[src/design/akct_pkg.sv]
// ----------------------------------------------------------------------------
// akct_pkg
// Shared types and constants for the aging keyed cache table.
// ----------------------------------------------------------------------------
package akct_pkg;

	localparam int MAX_ENTRIES_DEF = 8;
	localparam int KEY_BITS_DEF = 32;
	localparam int REG_W = 16;
	localparam int IDX_W = 2;

	localparam logic [3:0]  CAPACITY_RST = 4'd5;
	localparam logic [15:0] AGE_LIMIT_RST = 16'd60;
	localparam logic [15:0] SCAN_PERIOD_RST = 16'd60;

	localparam logic [IDX_W-1:0] REG_CAPACITY = 2'd0;
	localparam logic [IDX_W-1:0] REG_AGE_LIMIT = 2'd1;
	localparam logic [IDX_W-1:0] REG_SCAN_PERIOD = 2'd2;

	localparam logic [1:0] OP_PUSH = 2'd0;
	localparam logic [1:0] OP_POP = 2'd1;
	localparam logic [1:0] OP_TICK = 2'd2;
	localparam logic [1:0] OP_RSVD = 2'd3;

	localparam logic [1:0] ANS_PUSH = 2'd0;
	localparam logic [1:0] ANS_POP = 2'd1;
	localparam logic [1:0] ANS_EVICT = 2'd2;

	typedef struct packed {
		logic [1:0]  operation;
		logic [31:0] entry_key;
		logic [31:0] entry_handle;
	} in_item_t;

	typedef struct packed {
		logic [1:0]  answer_kind;
		logic        success;
		logic [31:0] answer_key;
		logic [31:0] answer_handle;
		logic        last_of_run;
	} out_item_t;

endpackage

[src/design/akct_front.sv]
// ----------------------------------------------------------------------------
// akct_front
// Input stage: takes items, drops operation 3, queues the rest (two deep).
// ----------------------------------------------------------------------------
module akct_front (
	input  logic              clk,
	input  logic              arst_n,
	input  logic              in_valid,
	output logic              in_ready,
	input  akct_pkg::in_item_t in_item,
	output logic              q_valid,
	input  logic              q_ready,
	output akct_pkg::in_item_t q_item
);
	import akct_pkg::*;

	in_item_t mem_q [2];
	logic     wr_q, rd_q;
	logic [1:0] cnt_q;
	logic     push, pop;

	assign in_ready = (cnt_q != 2'd2);
	assign push = in_valid && in_ready && (in_item.operation != OP_RSVD);
	assign q_valid = (cnt_q != 2'd0);
	assign q_item = mem_q[rd_q];
	assign pop = q_valid && q_ready;

	always_ff @(posedge clk) begin
		if (push) mem_q[wr_q] <= in_item;
	end

	always_ff @(posedge clk or negedge arst_n) begin
		if (!arst_n) begin
			wr_q <= 1'b0;
			rd_q <= 1'b0;
			cnt_q <= 2'd0;
		end else begin
			if (push) wr_q <= ~wr_q;
			if (pop) rd_q <= ~rd_q;
			cnt_q <= cnt_q + {1'b0, push} - {1'b0, pop};
		end
	end
endmodule

[config.mk]
export PLATFORM = sky130hd
export DESIGN_NAME = akct_front
export DESIGN_NICKNAME = d
export VERILOG_FILES = /design/src/design/akct_pkg.sv /design/src/design/akct_front.sv
export SDC_FILE = /design/constraint.sdc
export NUM_CORES = 1
export LEC_CHECK = 0
export ABC_AREA = 1
export BUFFER_PORTS_ARGS = -buffer_cell sky130_fd_sc_hd__buf_2
export CAP_MARGIN = 20
export CORE_MARGIN = 5
export CORE_UTILIZATION = 46
export DETAILED_ROUTE_END_ITERATION = 10
export GPL_TIMING_DRIVEN = 0
export PLACE_DENSITY = 0.71
export SETUP_SLACK_MARGIN = 0.02
export SLEW_MARGIN = 10
export SYNTH_ARGS = -nofsm -noshare
export SYNTH_HDL_FRONTEND = slang
export SYNTH_SLANG_ARGS = --single-unit
[constraint.sdc]
create_clock -name clk -period 7.3 [get_ports clk]
set_clock_uncertainty 0.15 [all_clocks]
set_input_delay 0.73 -clock clk [delete_from_list [all_inputs] [get_ports clk]]
set_output_delay 0.73 -clock clk [all_outputs]
set_load 0.02 [all_outputs]
==> results.cfg <==
[power_and_ir_drop]
leakage_nw = 2.901
finalPower_w = 0.002890
p_per_area_mw_per_mm2 = 436.4
peakVddDrop_mv = 0.2264

[global_route]
antenna_found_initial = 0
grt-ovfl-total = 0
grt_start_max_net_pins = 40
track_usage_pct = 15.90
grt_pass1_wl_um = 15950
grt_pass1_vias = 3381

[floorplanning]
rows = 38
die_w_um = 114.8
die_h_um = 114.8
dieArea_mm2 = 0.01318
start_util_pct = 46.80
coreArea_mm2 = 0.01079
pin_count = 138

[routing]
vias = 3184
via_per_inst = 4.614
wl_per_cell_um = 14.34
first_iter_violations = 150
drc = 0
drtAntennaViolNets = 0
postRouteWirelength_um = 9896
firstDrtPassIters = 4

[setup_path]
max_stage_delay_ns = 0.37
cp_top_family = buffers and inverters
crit_chain = buf_4 -> inv_2 -> buf_6 -> buf_6 -> nand2_1 -> nand2_1 -> buf_2
rrSetupSlack_ns = 5.06
crit_fanout = 10
worst_r2r_endpoint = mem_q[1][38]
rr_startpoint = cnt_q[0]
crit_path_end_kind = output port
arrival_ns = 1.72
critical_path_buf_inv_count = 5
setup.worst_path.start_class = flop
slowest_stage = dfrtp_1
crit_required_ns = 6.42
reg2reg_depth = 6
worstSetupPathType = reg2out

[yosys]
synth_nets = 450
netlist_area_mm2 = 0.005051
synthCells = 378
synth_top_area_share_pct = 78.47
ys_types = 12
ys_top_cells_by_area = edfxtp_1, nand2_1, dfrtp_1, buf_6, buf_2
yosysTopAreaCell = edfxtp_1
yosysWarnings = 0
synth.avg_cell_area_um2 = 13.36
synth_seq_area_share_pct = 80.46
ys_seq_elements = 136

[place]
gp_congestion = 0.6999
io_buffers = 137
dpl.hpwl_um = 6686

[timing]
drv_slew = 0
fmax_mhz = 384.0
finalSetupViolCount = 0
worst_slew_pin_slew_ns = 0.7460
fin_crit_ns = 2.604
tns_ns = 0
rsz0062_at_grt = false
hold_violations = 0
finalCritPeriodShare_pct = 35.68
maxSlewHeadroom_pct = 50.15

[cells_and_area]
diodes = 0
layout_common_cells = nand2_1, buf_2, edfxtp_1, clkbuf_16, inv_1
utilization_pct = 61.35
area_delta_synth_final_pct = 31.09
final_common_cell = nand2_1
finish.net_count = 610
ff_latch_area_mm2 = 0.004064
fillers = 859
multi_input_area_um2 = 849.6
drive_above_1_share_pct = 34.00

[clocking]
cts_root_buffer = clkbuf_8
clock_path_buffers = 2
htreeDepth = 4
clock_latency_ns = 0.50
postCtsSetupBuffers = 0
cts_tree = done
clkSinkCount = 136
clk_pin_slew_ns = 0.06
numCtsBuffers = 17

[hold_path]
hold_class = in2reg
hold_start = in_item[45]
holdPathEnd = mem_q[1][45]
hold_depth = 1

[outcome]
status = finished clean

[run]
drv_cap = 0
[through the flow]
| stage | cells | area [µm²] | hold slack, ns | setup slack (ns) |
|---|---|---|---|---|
| final | 690 | 6621 | 0.2598 | 4.696 |
| after global routing | 690 | 6621 | 0.2271 | 4.576 |
| after CTS | 690 | 6621 | 0.2287 | 4.653 |
| after detailed placement | 658 | 5989 | 0.3167 | 4.606 |
| after global placement | 655 | 5912 | 0.3050 | 1.250 |
| after floorplan | 378 | 5051 | 0.2844 | 2.964 |
[logic make-up after synthesis]
| group | after synthesis | synth area share, % |
|---|---|---|
| buffers and inverters | 24 | 2.873 |
| and+or+nand+nor | 216 | 16.18 |
| adders and majority gates | 2 | 0.4953 |
| DFF | 136 | 80.46 |
[report_power, final]
part / total (W) / internal, W / switching, W
Clock: 0.000885 / 0.000585 / 0.000300
Sequential: 0.00105 / 0.00102 / 0.0000329
Combinational: 0.000951 / 0.000295 / 0.000656
Total: 0.00289 / 0.00190 / 0.000990
[sequential cells by signal, summed over array words and instances, names as in the netlist]
signal	cells
wr_q	1
cnt_q	2
mem_q	132
rd_q	1
[worst max path at each step]
stage / startpoint / endpoint / slack, ns / depth (start not counted)
2_1_floorplan: in_item[64] / mem_q[1][0] / 2.96 / 3
3_3_place_gp: in_item[64] / mem_q[1][26] / 1.25 / 4
3_5_place_dp: in_item[64] / mem_q[1][43] / 4.61 / 6
4_1_cts: rd_q / q_item[64] / 4.65 / 7
5_1_grt: rd_q / q_item[64] / 4.58 / 7
6_report: rd_q / q_item[56] / 4.70 / 7
[worst register-to-register path, cell delays in order (launching register included)]
cell and delay [ns]:
dfrtp_1 0.35, inv_1 0.06, nand2_1 0.11, nand3_1 0.19, nor2_4 0.62, buf_16 0.26, buf_12 0.20
[final cells by class]
cell class	count	share of cell area [%]
sequential	136	61.38
multi-input combinational	218	12.83
timing repair buffer	141	11.53
clock buffer	18	6.311
clock inverter	13	3.080
tap	140	2.646
buffer	15	1.682
inverter	9	0.5480
[layer usage]
metal | wire [µm] | vias up | GRT usage [%] | part of all wire [%]
met5 | 0 | - | 0 | 0
met4 | 226 | 0 | 7.121 | 2.3
met3 | 838 | 22 | 6.474 | 8.5
met2 | 4816 | 114 | 25.61 | 49
met1 | 4014 | 1454 | 18.87 | 41
li1 | - | 1594 | - | -
[Yosys cell counts]
cell type / n
nand4_1: 1
ha_1: 2
nand2_1: 211
dfrtp_1: 4
nor2_1: 1
inv_1: 8
buf_6: 5
buf_4: 2
inv_2: 1
edfxtp_1: 132
buf_2: 8
nand3_1: 3
[repair_timing]
item | CTS | global route
endpoints found under the hold margin | 4 | 0
setup endpoints to repair | 0 | 0
resized for setup | 0 | 0
hold buffers | 1 | 0
No activity file was read; power rests on OpenSTA's default activity.
